===== src/rtl/assert_macros.svh =====
// Assertion macros shared by the RTL files of the heater regulator.
// Depends on nothing; the bodies are empty when SYNTHESIS is defined.
`ifndef ASSERT_MACROS_SVH
`define ASSERT_MACROS_SVH
`ifndef SYNTHESIS
// Same-cycle implication, disabled during reset.
`define ASSERT_IMPLY(label, clk, rst, ante, cons, msg) \
  label: assert property (@(posedge clk) disable iff (rst) (ante) |-> (cons)) \
    else $error(msg);
// Next-cycle implication, disabled during reset.
`define ASSERT_NEXT(label, clk, rst, ante, cons, msg) \
  label: assert property (@(posedge clk) disable iff (rst) (ante) |=> (cons)) \
    else $error(msg);
`else
`define ASSERT_IMPLY(label, clk, rst, ante, cons, msg)
`define ASSERT_NEXT(label, clk, rst, ante, cons, msg)
`endif
`endif


===== src/rtl/hpr_pkg.sv =====
// Package of the heater regulator: widths, constants, codes and shared types.
// No dependencies; imported by every module of the block.
`default_nettype none

package hpr_pkg;

  // Field and register widths
  localparam int TEMP_W      = 12;
  localparam int CFG_W       = 11;
  localparam int REG_IDX_W   = 3;
  localparam int DRIVE_W     = 16;
  localparam int MODE_W      = 3;
  localparam int ERR_W       = 13;
  localparam int MAG_W       = 12;
  localparam int PID_ERR_W   = 9;
  localparam int INTEG_W     = 21;
  localparam int HIST_W      = 10;
  localparam int DERR_W      = 11;
  localparam int COUNT_W     = 8;
  localparam int STEP_W      = $clog2(COUNT_W);
  localparam int PPROD_W     = 20;
  localparam int IPROD_W     = 29;
  localparam int DPROD_W     = 21;
  localparam int SUM_W       = 23;
  localparam int ITERM_W     = 19;

  // Integral in milli-units
  localparam int            STEP_PROD_W = 15;
  localparam logic [STEP_PROD_W-1:0] INTEG_STEP = 15'd45;
  localparam logic [INTEG_W-1:0]     INTEG_MAX  = 21'd1500000;

  localparam logic [1:0]         ALARM_DEBOUNCE = 2'd2;
  localparam logic [DRIVE_W-1:0] DRIVE_MAX      = 16'hFFFF;

  // Divide by 1000: shift by 3, then multiply by ceil(2^33/125) and shift by 33
  localparam int DIV_PRE_SHIFT = 3;
  localparam int DIV_Y_W       = IPROD_W - DIV_PRE_SHIFT;
  localparam int RECIP_W       = 27;
  localparam int RECIP_SHIFT   = 33;
  localparam int DIVP_W        = DIV_Y_W + RECIP_W;
  localparam logic [RECIP_W-1:0] RECIP_125 = 27'd68719477;

  // Register reset values
  localparam logic [10:0] RST_TARGET = 11'd400;
  localparam logic [10:0] RST_ALARM  = 11'd300;
  localparam logic [7:0]  RST_KP     = 8'd30;
  localparam logic [7:0]  RST_KI     = 8'd1;
  localparam logic [9:0]  RST_KD     = 10'd500;
  localparam logic [6:0]  RST_BAND   = 7'd5;
  localparam logic [8:0]  RST_LIMIT  = 9'd60;
  localparam logic [7:0]  RST_PERIOD = 8'd20;

  typedef enum logic [REG_IDX_W-1:0] {
    REG_TARGET       = 3'd0,
    REG_ALARM        = 3'd1,
    REG_KP           = 3'd2,
    REG_KI           = 3'd3,
    REG_KD           = 3'd4,
    REG_BAND         = 3'd5,
    REG_LIMIT        = 3'd6,
    REG_DERIV_PERIOD = 3'd7
  } hpr_reg_t;

  typedef enum logic [MODE_W-1:0] {
    MODE_BAND    = 3'd0,
    MODE_COOL    = 3'd1,
    MODE_PROP    = 3'd2,
    MODE_PID     = 3'd3,
    MODE_INHIBIT = 3'd4
  } hpr_mode_t;

  // Status of the derivative history phase tracker
  typedef struct packed {
    logic busy;  // remainder recompute in progress
    logic due;   // next PID item refreshes the error history
  } hpr_phase_status_t;

  function automatic logic [DRIVE_W-1:0] sat_drive(input logic signed [SUM_W-1:0] v);
    logic [DRIVE_W-1:0] r;
    if (v < 0) begin
      r = '0;
    end else if (v > $signed({{(SUM_W-DRIVE_W){1'b0}}, DRIVE_MAX})) begin
      r = DRIVE_MAX;
    end else begin
      r = v[DRIVE_W-1:0];
    end
    return r;
  endfunction

endpackage

`default_nettype wire


===== src/rtl/heater_pid_regulator_top.sv =====
// Top level of the heater regulator: config registers, control law, pipeline.
// Depends on hpr_pkg, hpr_phase, hpr_div1000 and assert_macros.svh.
//
//   channel  | handshake                   | payload
//   ---------+-----------------------------+-----------------------------------
//   config   | cfg_write                   | cfg_index, cfg_data
//   sample   | sample_valid / sample_stall | temperature, alarm_eval,
//            |                             | clear_integral
//   result   | result_valid / result_stall | heater_drive, mode, alarm_active
//
// One item per cycle while result_stall and the phase recompute allow; items
// pass the input, product, quotient and result registers. The regulator state
// (integral, error history, alarm debounce, held sample) closes its loop in
// the one stage between the input register and the product register.
// Writing deriv_period starts a remainder recompute of the history
// phase; sample_stall is high during it.
// Reset is synchronous on rst. Bubbles collapse: a stalled result only holds
// the stages that are full behind it.
`default_nettype none
`include "assert_macros.svh"

module heater_pid_regulator_top (
  input  logic                                 clk,
  input  logic                                 rst,
  // config write port
  input  logic                                 cfg_write,
  input  logic [hpr_pkg::REG_IDX_W-1:0]        cfg_index,
  input  logic [hpr_pkg::CFG_W-1:0]            cfg_data,
  // sample channel
  input  logic                                 sample_valid,
  output logic                                 sample_stall,
  input  logic signed [hpr_pkg::TEMP_W-1:0]    temperature,
  input  logic                                 alarm_eval,
  input  logic                                 clear_integral,
  // result channel
  output logic                                 result_valid,
  input  logic                                 result_stall,
  output logic [hpr_pkg::DRIVE_W-1:0]          heater_drive,
  output logic [hpr_pkg::MODE_W-1:0]           mode,
  output logic                                 alarm_active
);
  import hpr_pkg::*;

  // ---------------- configuration registers ----------------
  logic [10:0] target_temp;
  logic [10:0] alarm_temp;
  logic [7:0]  kp;
  logic [7:0]  ki;
  logic [9:0]  kd;
  logic [6:0]  band_half_width;
  logic [8:0]  prop_only_limit;
  logic [7:0]  deriv_period;

  always_ff @(posedge clk) begin
    if (rst) begin
      target_temp     <= RST_TARGET;
      alarm_temp      <= RST_ALARM;
      kp              <= RST_KP;
      ki              <= RST_KI;
      kd              <= RST_KD;
      band_half_width <= RST_BAND;
      prop_only_limit <= RST_LIMIT;
      deriv_period    <= RST_PERIOD;
    end else if (cfg_write) begin
      unique case (hpr_reg_t'(cfg_index))
        REG_TARGET:       target_temp     <= cfg_data[10:0];
        REG_ALARM:        alarm_temp      <= cfg_data[10:0];
        REG_KP:           kp              <= cfg_data[7:0];
        REG_KI:           ki              <= cfg_data[7:0];
        REG_KD:           kd              <= cfg_data[9:0];
        REG_BAND:         band_half_width <= cfg_data[6:0];
        REG_LIMIT:        prop_only_limit <= cfg_data[8:0];
        REG_DERIV_PERIOD: deriv_period    <= cfg_data[7:0];
        default:          ;
      endcase
    end
  end

  // ---------------- pipeline control ----------------
  logic v0, v1, v2;
  logic adv0, adv1, adv2, adv3;
  logic accept, fire1;
  hpr_phase_status_t phase_status;

  // a stage loads when it is empty or the one after it moves
  assign adv3   = !result_valid || !result_stall;
  assign adv2   = !v2 || adv3;
  assign adv1   = !v1 || adv2;
  assign adv0   = !v0 || adv1;
  assign sample_stall = !adv0 || phase_status.busy;
  assign accept = sample_valid && !sample_stall;
  assign fire1  = v0 && adv1;   // item leaves the input register, state commits

  // ---------------- input register ----------------
  logic signed [TEMP_W-1:0] s0_temp;
  logic                     s0_eval;
  logic                     s0_clear;

  always_ff @(posedge clk) begin
    if (rst) begin
      v0 <= 1'b0;
    end else if (adv0) begin
      v0 <= accept;
    end
  end

  always_ff @(posedge clk) begin
    if (accept) begin
      s0_temp  <= temperature;
      s0_eval  <= alarm_eval;
      s0_clear <= clear_integral;
    end
  end

  // ---------------- regulator state ----------------
  logic [INTEG_W-1:0]       integral_sum;
  logic [HIST_W-1:0]        last_error;
  logic [HIST_W-1:0]        prev_error;
  logic [1:0]               alarm_count;
  logic                     alarm_flag;
  logic signed [TEMP_W-1:0] held_temp;

  // ---------------- control law ----------------
  logic                       over_alarm;
  logic [1:0]                 cnt_inc;
  logic [1:0]                 alarm_count_next;
  logic                       alarm_flag_next;
  logic signed [ERR_W-1:0]    err;
  logic signed [ERR_W-1:0]    err_neg;
  logic [MAG_W-1:0]           err_mag;
  logic [PID_ERR_W-1:0]       err_pid;
  logic                       in_band;
  logic                       prop_over;
  hpr_mode_t                  mode_c;
  logic [INTEG_W-1:0]         integ_base;
  logic [STEP_PROD_W-1:0]     integ_step;
  logic [INTEG_W:0]           integ_raw;
  logic [INTEG_W-1:0]         integ_pid;
  logic signed [DERR_W-1:0]   derr;
  logic [PPROD_W-1:0]         prod_p_c;
  logic [IPROD_W-1:0]         prod_i_c;
  logic signed [2*DERR_W-1:0] prod_d_c;

  // alarm is judged on the sample held from the previous item
  assign over_alarm = $signed({held_temp[TEMP_W-1], held_temp}) >
                      $signed({2'b00, alarm_temp});
  assign cnt_inc = over_alarm ? (alarm_count + 2'd1) : 2'd0;

  always_comb begin
    alarm_count_next = alarm_count;
    alarm_flag_next  = alarm_flag;
    if (s0_eval) begin
      if (cnt_inc > ALARM_DEBOUNCE) begin
        alarm_count_next = ALARM_DEBOUNCE;
        alarm_flag_next  = 1'b1;
      end else begin
        alarm_count_next = cnt_inc;
        alarm_flag_next  = 1'b0;
      end
    end
  end

  assign err     = $signed({2'b00, target_temp}) - $signed({s0_temp[TEMP_W-1], s0_temp});
  assign err_neg = -err;
  assign err_mag = err[ERR_W-1] ? err_neg[MAG_W-1:0] : err[MAG_W-1:0];
  // only reached in PID mode, where the error is at most prop_only_limit
  assign err_pid = err_mag[PID_ERR_W-1:0];

  assign in_band   = (err == '0) || (err_mag < {5'b0, band_half_width});
  assign prop_over = err_mag > {3'b0, prop_only_limit};

  always_comb begin
    if (in_band) begin
      mode_c = MODE_BAND;
    end else if (err[ERR_W-1]) begin
      mode_c = MODE_COOL;
    end else if (alarm_flag_next) begin
      mode_c = MODE_INHIBIT;
    end else if (prop_over) begin
      mode_c = MODE_PROP;
    end else begin
      mode_c = MODE_PID;
    end
  end

  assign integ_base = s0_clear ? '0 : integral_sum;
  assign integ_step = {{(STEP_PROD_W-PID_ERR_W){1'b0}}, err_pid} * INTEG_STEP;
  assign integ_raw  = {1'b0, integ_base} + {{(INTEG_W+1-STEP_PROD_W){1'b0}}, integ_step};
  assign integ_pid  = (integ_raw > {1'b0, INTEG_MAX}) ? INTEG_MAX : integ_raw[INTEG_W-1:0];

  // difference taken before the history refresh
  assign derr = $signed({1'b0, last_error}) - $signed({1'b0, prev_error});

  assign prod_p_c = {{(PPROD_W-8){1'b0}}, kp} * {{(PPROD_W-MAG_W){1'b0}}, err_mag};
  assign prod_i_c = {{(IPROD_W-8){1'b0}}, ki} * {{(IPROD_W-INTEG_W){1'b0}}, integ_pid};
  assign prod_d_c = $signed({{(2*DERR_W-10){1'b0}}, kd}) *
                    $signed({{DERR_W{derr[DERR_W-1]}}, derr});

  hpr_phase u_phase (
    .clk     (clk),
    .rst     (rst),
    .period  (deriv_period),
    .restart (cfg_write && (cfg_index == REG_DERIV_PERIOD)),
    .advance (fire1 && (mode_c == MODE_PID)),
    .status  (phase_status)
  );

  always_ff @(posedge clk) begin
    if (rst) begin
      integral_sum <= '0;
      last_error   <= '0;
      prev_error   <= '0;
      alarm_count  <= '0;
      alarm_flag   <= 1'b0;
      held_temp    <= '0;
    end else if (fire1) begin
      integral_sum <= (mode_c == MODE_PID) ? integ_pid : integ_base;
      alarm_count  <= alarm_count_next;
      alarm_flag   <= alarm_flag_next;
      held_temp    <= s0_temp;
      if ((mode_c == MODE_PID) && phase_status.due) begin
        prev_error <= last_error;
        last_error <= {{(HIST_W-PID_ERR_W){1'b0}}, err_pid};
      end
    end
  end

  // ---------------- product register ----------------
  hpr_mode_t                 s1_mode;
  logic [PPROD_W-1:0]        s1_prod_p;
  logic [IPROD_W-1:0]        s1_prod_i;
  logic signed [DPROD_W-1:0] s1_prod_d;
  logic                      s1_alarm;

  always_ff @(posedge clk) begin
    if (rst) begin
      v1 <= 1'b0;
    end else if (adv1) begin
      v1 <= v0;
    end
  end

  always_ff @(posedge clk) begin
    if (fire1) begin
      s1_mode   <= mode_c;
      s1_prod_p <= prod_p_c;
      s1_prod_i <= prod_i_c;
      s1_prod_d <= prod_d_c[DPROD_W-1:0];
      s1_alarm  <= alarm_flag_next;
    end
  end

  // ---------------- quotient register ----------------
  hpr_mode_t                 s2_mode;
  logic [PPROD_W-1:0]        s2_prod_p;
  logic signed [DPROD_W-1:0] s2_prod_d;
  logic                      s2_alarm;
  logic [ITERM_W-1:0]        s2_iterm;

  always_ff @(posedge clk) begin
    if (rst) begin
      v2 <= 1'b0;
    end else if (adv2) begin
      v2 <= v1;
    end
  end

  always_ff @(posedge clk) begin
    if (adv2) begin
      s2_mode   <= s1_mode;
      s2_prod_p <= s1_prod_p;
      s2_prod_d <= s1_prod_d;
      s2_alarm  <= s1_alarm;
    end
  end

  hpr_div1000 u_div (
    .clk      (clk),
    .en       (adv2),
    .dividend (s1_prod_i),
    .quotient (s2_iterm)
  );

  // ---------------- result register ----------------
  logic signed [SUM_W-1:0] total;
  logic [DRIVE_W-1:0]      drive_c;

  assign total = $signed({{(SUM_W-PPROD_W){1'b0}}, s2_prod_p}) +
                 $signed({{(SUM_W-ITERM_W){1'b0}}, s2_iterm}) +
                 $signed({{(SUM_W-DPROD_W){s2_prod_d[DPROD_W-1]}}, s2_prod_d});

  always_comb begin
    case (s2_mode)
      MODE_PROP: drive_c = sat_drive($signed({{(SUM_W-PPROD_W){1'b0}}, s2_prod_p}));
      MODE_PID:  drive_c = sat_drive(total);
      default:   drive_c = '0;
    endcase
  end

  always_ff @(posedge clk) begin
    if (rst) begin
      result_valid <= 1'b0;
    end else if (adv3) begin
      result_valid <= v2;
    end
  end

  always_ff @(posedge clk) begin
    if (adv3) begin
      heater_drive <= drive_c;
      mode         <= s2_mode;
      alarm_active <= s2_alarm;
    end
  end

  // ---------------- assertions ----------------
  `ASSERT_IMPLY(a_integ_bound, clk, rst, 1'b1, integral_sum <= INTEG_MAX, "integral above clamp")
  `ASSERT_NEXT(a_recalc_blocks, clk, rst, cfg_write && (cfg_index == REG_DERIV_PERIOD), sample_stall, "sample taken during phase recompute")
  `ASSERT_IMPLY(a_off_modes, clk, rst, result_valid && ((mode == MODE_BAND) || (mode == MODE_COOL) || (mode == MODE_INHIBIT)), heater_drive == '0, "heater driven in an off mode")
  `ASSERT_IMPLY(a_inhibit_alarm, clk, rst, result_valid && (mode == MODE_INHIBIT), alarm_active, "inhibit without alarm")

endmodule

`default_nettype wire


===== src/rtl/hpr_phase.sv =====
// History phase tracker: keeps the PID call count and its remainder modulo
// the derivative period. Depends on hpr_pkg.
`default_nettype none

module hpr_phase (
  input  logic                          clk,
  input  logic                          rst,
  input  logic [hpr_pkg::COUNT_W-1:0]   period,
  input  logic                          restart,
  input  logic                          advance,
  output hpr_pkg::hpr_phase_status_t    status
);
  import hpr_pkg::*;

  logic [COUNT_W-1:0] count;
  logic [COUNT_W-1:0] phase;
  logic [COUNT_W-1:0] rem;
  logic [COUNT_W-1:0] rem_next;
  logic [COUNT_W-1:0] period_eff;
  logic [COUNT_W:0]   trial;
  logic [COUNT_W:0]   phase_inc;
  logic [STEP_W-1:0]  step;
  logic               busy;

  // period of zero acts as one
  assign period_eff = (period == '0) ? COUNT_W'(1) : period;

  // restoring remainder, one count bit per cycle, MSB first
  assign trial    = {rem, count[step]};
  assign rem_next = (trial >= {1'b0, period_eff}) ?
                    COUNT_W'(trial - {1'b0, period_eff}) : trial[COUNT_W-1:0];

  assign phase_inc = {1'b0, phase} + (COUNT_W+1)'(1);

  always_ff @(posedge clk) begin
    if (rst) begin
      count <= '0;
      phase <= '0;
      rem   <= '0;
      step  <= '0;
      busy  <= 1'b0;
    end else if (restart) begin
      busy <= 1'b1;
      step <= STEP_W'(COUNT_W - 1);
      rem  <= '0;
    end else if (busy) begin
      rem <= rem_next;
      if (step == '0) begin
        busy  <= 1'b0;
        phase <= rem_next;
      end else begin
        step <= step - STEP_W'(1);
      end
    end else if (advance) begin
      count <= count + COUNT_W'(1);
      // count wraps to zero, and zero is a multiple of any period
      if ((count == {COUNT_W{1'b1}}) || (phase_inc == {1'b0, period_eff})) begin
        phase <= '0;
      end else begin
        phase <= phase_inc[COUNT_W-1:0];
      end
    end
  end

  assign status.busy = busy;
  assign status.due  = (phase == '0);

endmodule

`default_nettype wire


===== src/rtl/hpr_div1000.sv =====
// Registered divide by 1000 of the integral product, by reciprocal multiply.
// Depends on hpr_pkg.
`default_nettype none

module hpr_div1000 (
  input  logic                          clk,
  input  logic                          en,
  input  logic [hpr_pkg::IPROD_W-1:0]   dividend,
  output logic [hpr_pkg::ITERM_W-1:0]   quotient
);
  import hpr_pkg::*;

  logic [DIV_Y_W-1:0] eighth;
  logic [DIVP_W-1:0]  prod;

  // floor(x/1000) = floor(floor(x/8)/125); exact for all x below 2^29
  assign eighth = dividend[IPROD_W-1:DIV_PRE_SHIFT];
  assign prod   = {{RECIP_W{1'b0}}, eighth} * {{DIV_Y_W{1'b0}}, RECIP_125};

  always_ff @(posedge clk) begin
    if (en) begin
      quotient <= prod[RECIP_SHIFT +: ITERM_W];
    end
  end

endmodule

`default_nettype wire


===== config.mk =====
export PLATFORM = sky130hd
export DESIGN_NAME = heater_pid_regulator_top
export DESIGN_NICKNAME = d
export VERILOG_FILES = /design/src/rtl/hpr_pkg.sv /design/src/rtl/heater_pid_regulator_top.sv /design/src/rtl/hpr_phase.sv /design/src/rtl/hpr_div1000.sv
export VERILOG_INCLUDE_DIRS = /design/src /design/src/rtl
export SDC_FILE = /design/constraint.sdc
export NUM_CORES = 2
export LEC_CHECK = 0
export BUFFER_PORTS_ARGS = -buffer_cell sky130_fd_sc_hd__buf_4
export CAP_MARGIN = 20
export CORE_AREA = 2 2 402 205
export DETAILED_ROUTE_END_ITERATION = 8
export DIE_AREA = 0 0 404 207
export MAX_ROUTING_LAYER = met4
export PLACE_DENSITY = 0.63
export RECOVER_POWER = 100
export SYNTH_ARGS = -nofsm -noshare
export SYNTH_HDL_FRONTEND = slang
export SYNTH_SLANG_ARGS = --single-unit

===== constraint.sdc =====
create_clock -name clk -period 19.3 [get_ports clk]
set_input_delay 0.965 -clock clk [delete_from_list [all_inputs] [get_ports clk]]
set_output_delay 0.965 -clock clk [all_outputs]
set_load 0.03 [all_outputs]

== After elaboration in Yosys (flattened, before gate mapping) ==
Index checks and enable logic that the tools add are counted.

* Memory bits (writable): 0
* Input port bits: 33
* Latch bits: 0
* Register bits: 330
* Memories kept: 0
* ROM bits: 0
* Output and inout port bits: 22

* Reduce and logical (&&, ||, !) cells: 40
* $mul: 5
* Eq/ne operators: 14
* Bitwise operators: 2
* Muxes and demuxes: 30
* Add/subtract/negate cells: 11
* Div/mod/pow operators: 0
* Shift-type cells: 0
* $lt $le $gt $ge: 10

{| class="wikitable"
|+ Operators with widths
! cell !! number
|-
| $mux W21 || 3
|-
| $mul A26 B27 Y52 const B || 1
|-
| $mux W16 || 3
|-
| $mux W8 || 6
|-
| $pmux W16 S2 || 1
|-
| $mul A8 B21 Y29 || 1
|-
| $add A22 B21 Y23 || 1
|-
| $gt A23 B17 Y1 const B || 1
|-
| $lt A23 B1 Y1 const B || 1
|-
| $add A21 B15 Y22 || 1
|-
| $gt A22 B21 Y1 const B || 1
|-
| $reduce_and A2 Y1 || 11
|-
| $add A20 B19 Y21 || 1
|-
| $mul A11 B10 Y21 || 1
|-
| $gt A20 B16 Y1 const B || 1
|-
| $mul A8 B12 Y20 || 1
|-
| $mux W3 || 6
|-
| $logic_not A8 Y1 || 2
|-
| $eq A3 B2 Y1 const B || 5
|-
| $mul A9 B6 Y15 const B || 1
|-
| $logic_not A13 Y1 || 1
|-
| $sub A12 B12 Y13 || 1
|-
| $eq A3 B3 Y1 const B || 4
|-
| $gt A12 B12 Y1 || 1
|-
| 29 further kinds || 56
|}

== Depth between registers and ports, before layout ==
* Depth after elaboration: 12
* Depth in mapped cells: 51

== Modules after synthesis ==
A second synthesis with hierarchy kept.

* Cell total of the unflattened synthesis: 4320
* Area, all modules: 40481.3 µm²

{| class="wikitable"
|+ By module, submodules not included
! module !! seq. area each (µm²) !! area an instance (µm²) !! instances !! cells each
|-
| heater_pid_regulator_top || 7196.9 || 27347.5 || 1 || 2954
|-
| hpr_div1000 || 570.5 || 10963.0 || 1 || 1108
|-
| hpr_phase || 560.5 || 2170.8 || 1 || 258
|}

== Worst setup path after synthesis ==
OpenSTA, ideal clock, no wires.

* Path type: register to register
* From: reg s0_temp[2]
* To: reg s1_prod_i[28] (data pin)
* Arrival: 11.949 ns
* Setup slack: 7.083 ns
* Period minus slack after synthesis: 12.217 ns
* Buffers on the path: 3
* Cell stages (with the launch flop): 45
* Path through: edfxtp_1 > inv_1 > ha_1 > buf_2 > o21a_1 > o31a_1 > o21a_1 > a2111oi_0 > o21a_1 > mux2_2 > a211oi_1 > xnor2_1 > ha_1 > fa_1 > fa_1 > inv_1 > fa_1 > inv_1 > [9 not listed] > buf_2 > buf_2 > o21a_1 > fa_1 > fa_1 > fa_1 > inv_1 > fa_1 > inv_1 > ha_1 > a2111o_1 > a21oi_1 > o21ai_0 > nor3b_1 > o31a_1 > a41o_1 > o41ai_1 > xnor2_1

* Longest elaborated chain between the ends: 8

{| class="wikitable"
|+ Ends and longest elaborated chain
! element !! RTL line !! RTL
|-
| start: declaration || heater_pid_regulator_top.sv:95 || <nowiki>logic signed [TEMP_W-1:0] s0_temp;</nowiki>
|-
| start signal: assignment || heater_pid_regulator_top.sv:109 || <nowiki>s0_temp <= temperature;</nowiki>
|-
| $sub A12 B12 Y13 (*) || heater_pid_regulator_top.sv:163 || <nowiki>assign err = $signed({2'b00, target_temp}) - $signed({s0_temp[TEMP_W-1], s0_temp});</nowiki>
|-
| $neg A12 Y12 || heater_pid_regulator_top.sv:164 || <nowiki>assign err_neg = -err;</nowiki>
|-
| $mux W12 (*) || heater_pid_regulator_top.sv:165 || <nowiki>assign err_mag = err[ERR_W-1] ? err_neg[MAG_W-1:0] : err[MAG_W-1:0];</nowiki>
|-
| via err_mag[5] || heater_pid_regulator_top.sv:130 || <nowiki>logic [MAG_W-1:0] err_mag;</nowiki>
|-
| $mul A9 B6 Y15 (*) || heater_pid_regulator_top.sv:187 || <nowiki>assign integ_step = {{(STEP_PROD_W-PID_ERR_W){1'b0}}, err_pid} * INTEG_STEP;</nowiki>
|-
| $add A21 B15 Y22 (*) || heater_pid_regulator_top.sv:188 || <nowiki>assign integ_raw = {1'b0, integ_base} + {{(INTEG_W+1-STEP_PROD_W){1'b0}}, integ_step};</nowiki>
|-
| $gt A22 B21 Y1 || heater_pid_regulator_top.sv:189 || <nowiki>assign integ_pid = (integ_raw > {1'b0, INTEG_MAX}) ? INTEG_MAX : integ_raw[INTEG_W-1:0];</nowiki>
|-
| $mux W21 (*) || heater_pid_regulator_top.sv:189 ||
|-
| $mul A8 B21 Y29 (*) || heater_pid_regulator_top.sv:195 || <nowiki>assign prod_i_c = {{(IPROD_W-8){1'b0}}, ki} * {{(IPROD_W-INTEG_W){1'b0}}, integ_pid};</nowiki>
|-
| via prod_i_c[28] || heater_pid_regulator_top.sv:141 || <nowiki>logic [IPROD_W-1:0] prod_i_c;</nowiki>
|-
| end signal: assignment || heater_pid_regulator_top.sv:247 || <nowiki>s1_prod_i <= prod_i_c;</nowiki>
|-
| end: declaration || heater_pid_regulator_top.sv:231 || <nowiki>logic [IPROD_W-1:0] s1_prod_i;</nowiki>
|}

The timed path passes the listed nets; every way through them passes the cells marked *.
A chain may end at the register's enable or synchronous reset.

== Final worst setup path ==
* From: reg s0_temp[1]
* To: reg s1_prod_i[28] (data pin)

The elaborated chain is that of the path after synthesis.

==> key figures <==
Setup path
  – CP Capture Type: flop
  – CP Max Fanout: 32
  – Worst Path Class, Setup: flop to flop
  – Worst EP arrival: 15.80 ns
  – Worst setup SP type: flop
  – CP most frequent cell: fa_1
  – Worst path max stage delay: 1.24 ns
  – Slowest CP cell: clkbuf_1
  – Worst Path Required: between 15 and 20 ns

Global routing
  – First-pass GRT wire length: ~170 mm
  – Largest net degree at the start of global routing: about 110
  – Antenna violations before repair: 4
  – GR Overflow Total: 0
  – Vias in the first global route: 28000
  – GRT Total Usage: between 20% and 30%

Final layout
  – Fill cell count: about 7300
  – Layout area overhead: 6.27%
  – Multi-input logic area: about 28000 um2
  – Commonest cells after routing, fill and taps aside: inv_1, ha_1, fa_1
  – Storage cell area: ~8000 um2
  – Most common cell after layout, fill and taps aside: inv_1
  – Share of layout cells above drive strength 1: 3.33%
  – Fin cells: approximately 5300
  – Layout Nets: between 5000 and 6000

Clock tree
  – Post-CTS setup buffers: 0
  – Number of buffers created by CTS: 35
  – Clk_lat worst skew: just under 0.6 ns
  – CTS max path bufs: 3
  – Post-cts hold buffer count: 0
  – Clock sink total: ~330
  – Number of H-tree levels: 2
  – CTS root buf: clkbuf_16
  – CTS tree: done
  – CTS resizes: 0
  – CTS clk-pin slew, worst paths: around 0.06 ns

Yosys
  – Largest cells by area after synthesis: fa_1, ha_1, edfxtp_1, dfxtp_1, inv_1
  – Syn_nets: approximately 5300
  – Syn. warnings: 0
  – Number of flops mapped to enable cells by yosys: between 150 and 200
  – Top cell type's share of synthesized area: a little under a quarter
  – Number of library cell types mapped by synthesis: 80
  – Synth Register Bits: 327
  – Mean area per synthesized cell: 9.41 um2
  – Post-synthesis sequential area ratio: between 20% and 30%
  – Synth area leader: fa_1
  – Post-synth top flop: edfxtp_1
  – Asr flop ratio synth: 0%
  – Netlist Area Pre-Place: 39700 um2
  – Mapped Cells: around 4200

Detailed routing
  – Post-route DRC: 0
  – Vias per cell: 5.54
  – Drt first-iter violations: 3175
  – Total wire length: between 100 and 150 mm
  – DR pass1 iterations: 5
  – ANT nets after route: 0
  – Vias: between 20000 and 30000
  – M1 wire length: 58.8 mm
  – Wire length per cell: slightly above 20 um
  – DR WL met3: around 13 mm
  – Metal2 WL: roughly 37 mm
  – Top layer in use: met4

STA
  – Hold Fails Final Rpt: 0
  – F_max: 0.0646 GHz
  – RSZ-0062 raised after global routing: false
  – Fin. max-slew vios: 350
  – Crit share post-route: 80.3%
  – Worst clock skew: approximately 0.032 ns
  – Final Critical Period: 15.49 ns
  – Worst slew pin tran: ~3.5 ns
  – Final setup fails: 0
  – Max_slew headroom: -132%
  – Final setup TNS: 0 ns

Floorplan
  – Die width: 404 um
  – Area of the die: between 80000 and 90000 um2
  – Num rows: 74
  – Core area: ~80000 um2
  – Top-Level Pins: 55
  – Initial Util: about half
  – Die Height: between 200 and 250 um

Job
  – Max cap viols: 8

Place
  – Post-DP HPWL: approximately 90 mm
  – Dpl cells: 5233
  – # port buffers: between 50 and 60
  – Routability-driven placement congestion ratio: ~0.98

Outcome
  – Status: complete, but fails checks
  – Violated checks: max-capacitance violations, max-slew violations

Hold path
  – Min-Delay Path Class: flop to flop
==> sequential cells by signal (all words and copies together) (netlist names), 12 cells and up <==
signal and cells:
s0_temp 12, s1_prod_d 21, heater_drive 16, s1_prod_i 26, integral_sum 21, s2_prod_p 20
s2_prod_d 21, u_div.quotient 19, held_temp 12, s1_prod_p 20
==> worst paths after layout <==
path	startpoint	endpoint	slack (ns)	depth (start not counted)
min reg2reg	s1_prod_p[10]	s2_prod_p[10]	0.42	0
min	s1_prod_p[10]	s2_prod_p[10]	0.42	0
max	s0_temp[1]	s1_prod_i[28]	3.81	43
max reg2reg	s0_temp[1]	s1_prod_i[28]	3.81	43
==> critical path, delay by kind of cell, from the launching register on <==
kind,cells,cell delay (ns)
XOR/XNOR,3,1.15
flip-flops,1,0.38
buffers and inverters,6,1.52
adder cells (fa/ha/maj),11,4.75
multiplexers,1,0.38
AO/OA/AOI/OAI,17,6.06
AND/OR/NAND/NOR,5,0.96
==> synthesized netlist by cell type (15+ instances only) <==
cell type  count
fa_1         473
nor3_1        53
nand2_1      354
a21oi_1      197
nand3_1       87
ha_1         558
a21o_1        42
a21boi_0      27
nor4_1        16
nand4_1       36
nand3b_1      15
nor2b_1       68
nand2b_1      37
o21ai_0      123
xor2_1        40
o31ai_1       21
o21a_1        48
a31oi_1       15
a211oi_1      35
xnor2_1      112
edfxtp_1     169
mux2i_1       31
and3_1        78
o211ai_1      27
or3_1         23
and2_1        98
clkbuf_1     105
nor2_1       183
dfxtp_1      158
inv_1        772
==> kinds of logic (layout without fill, tap and decap cells) <==
kind of cell | count (synthesis) | in the layout | share of synthesized area (%)
compound gates | 655 | 655 | 10.8
xor+xnor | 152 | 152 | 3.36
fa+ha+maj | 1031 | 1031 | 41.5
buf+inv | 908 | 927 | 8.65
flops | 327 | 327 | 20.8
mux | 38 | 38 | 1.04
other cells | 0 | 5 | 0
simple gates | 1104 | 1104 | 13.8
==> layer usage <==
layer / vias up / global-route usage (%)
met3: 89 / 8.64
met2: 1310 / 30.3
met1: 14000 / 46.2
li1: 14000 / -
met4: 0 / 3.77
met5: - / -
==> cell type report <==
type,count,area share (%)
timing repair buffer,91,1.25
inverter,773,6.89
antenna,5,0.0297
sequential,327,19.5
clock buffer,42,2.21
clock inverter,21,0.579
multi-input combinational,2980,66.3
tap,1064,3.16
==> per-stage QoR <==
step / worst slack, ns / area (um2) / hold slack (ns) / util [%]
2_1_floorplan: 7.08 / 39700 / 0.400 / -
3_3_place_gp: 5.51 / 41100 / 0.400 / 51.2
3_5_place_dp: 5.16 / 41100 / 0.405 / 51.2
4_1_cts: 5.10 / 42300 / 0.419 / 52.7
5_1_grt: 2.97 / 42100 / 0.422 / 52.4
6_report: 3.81 / 42100 / 0.418 / 52.4
Power is left out: the tool's default activity adds up to more than one toggle a clock period on the data nets, which glitch-free logic cannot reach.
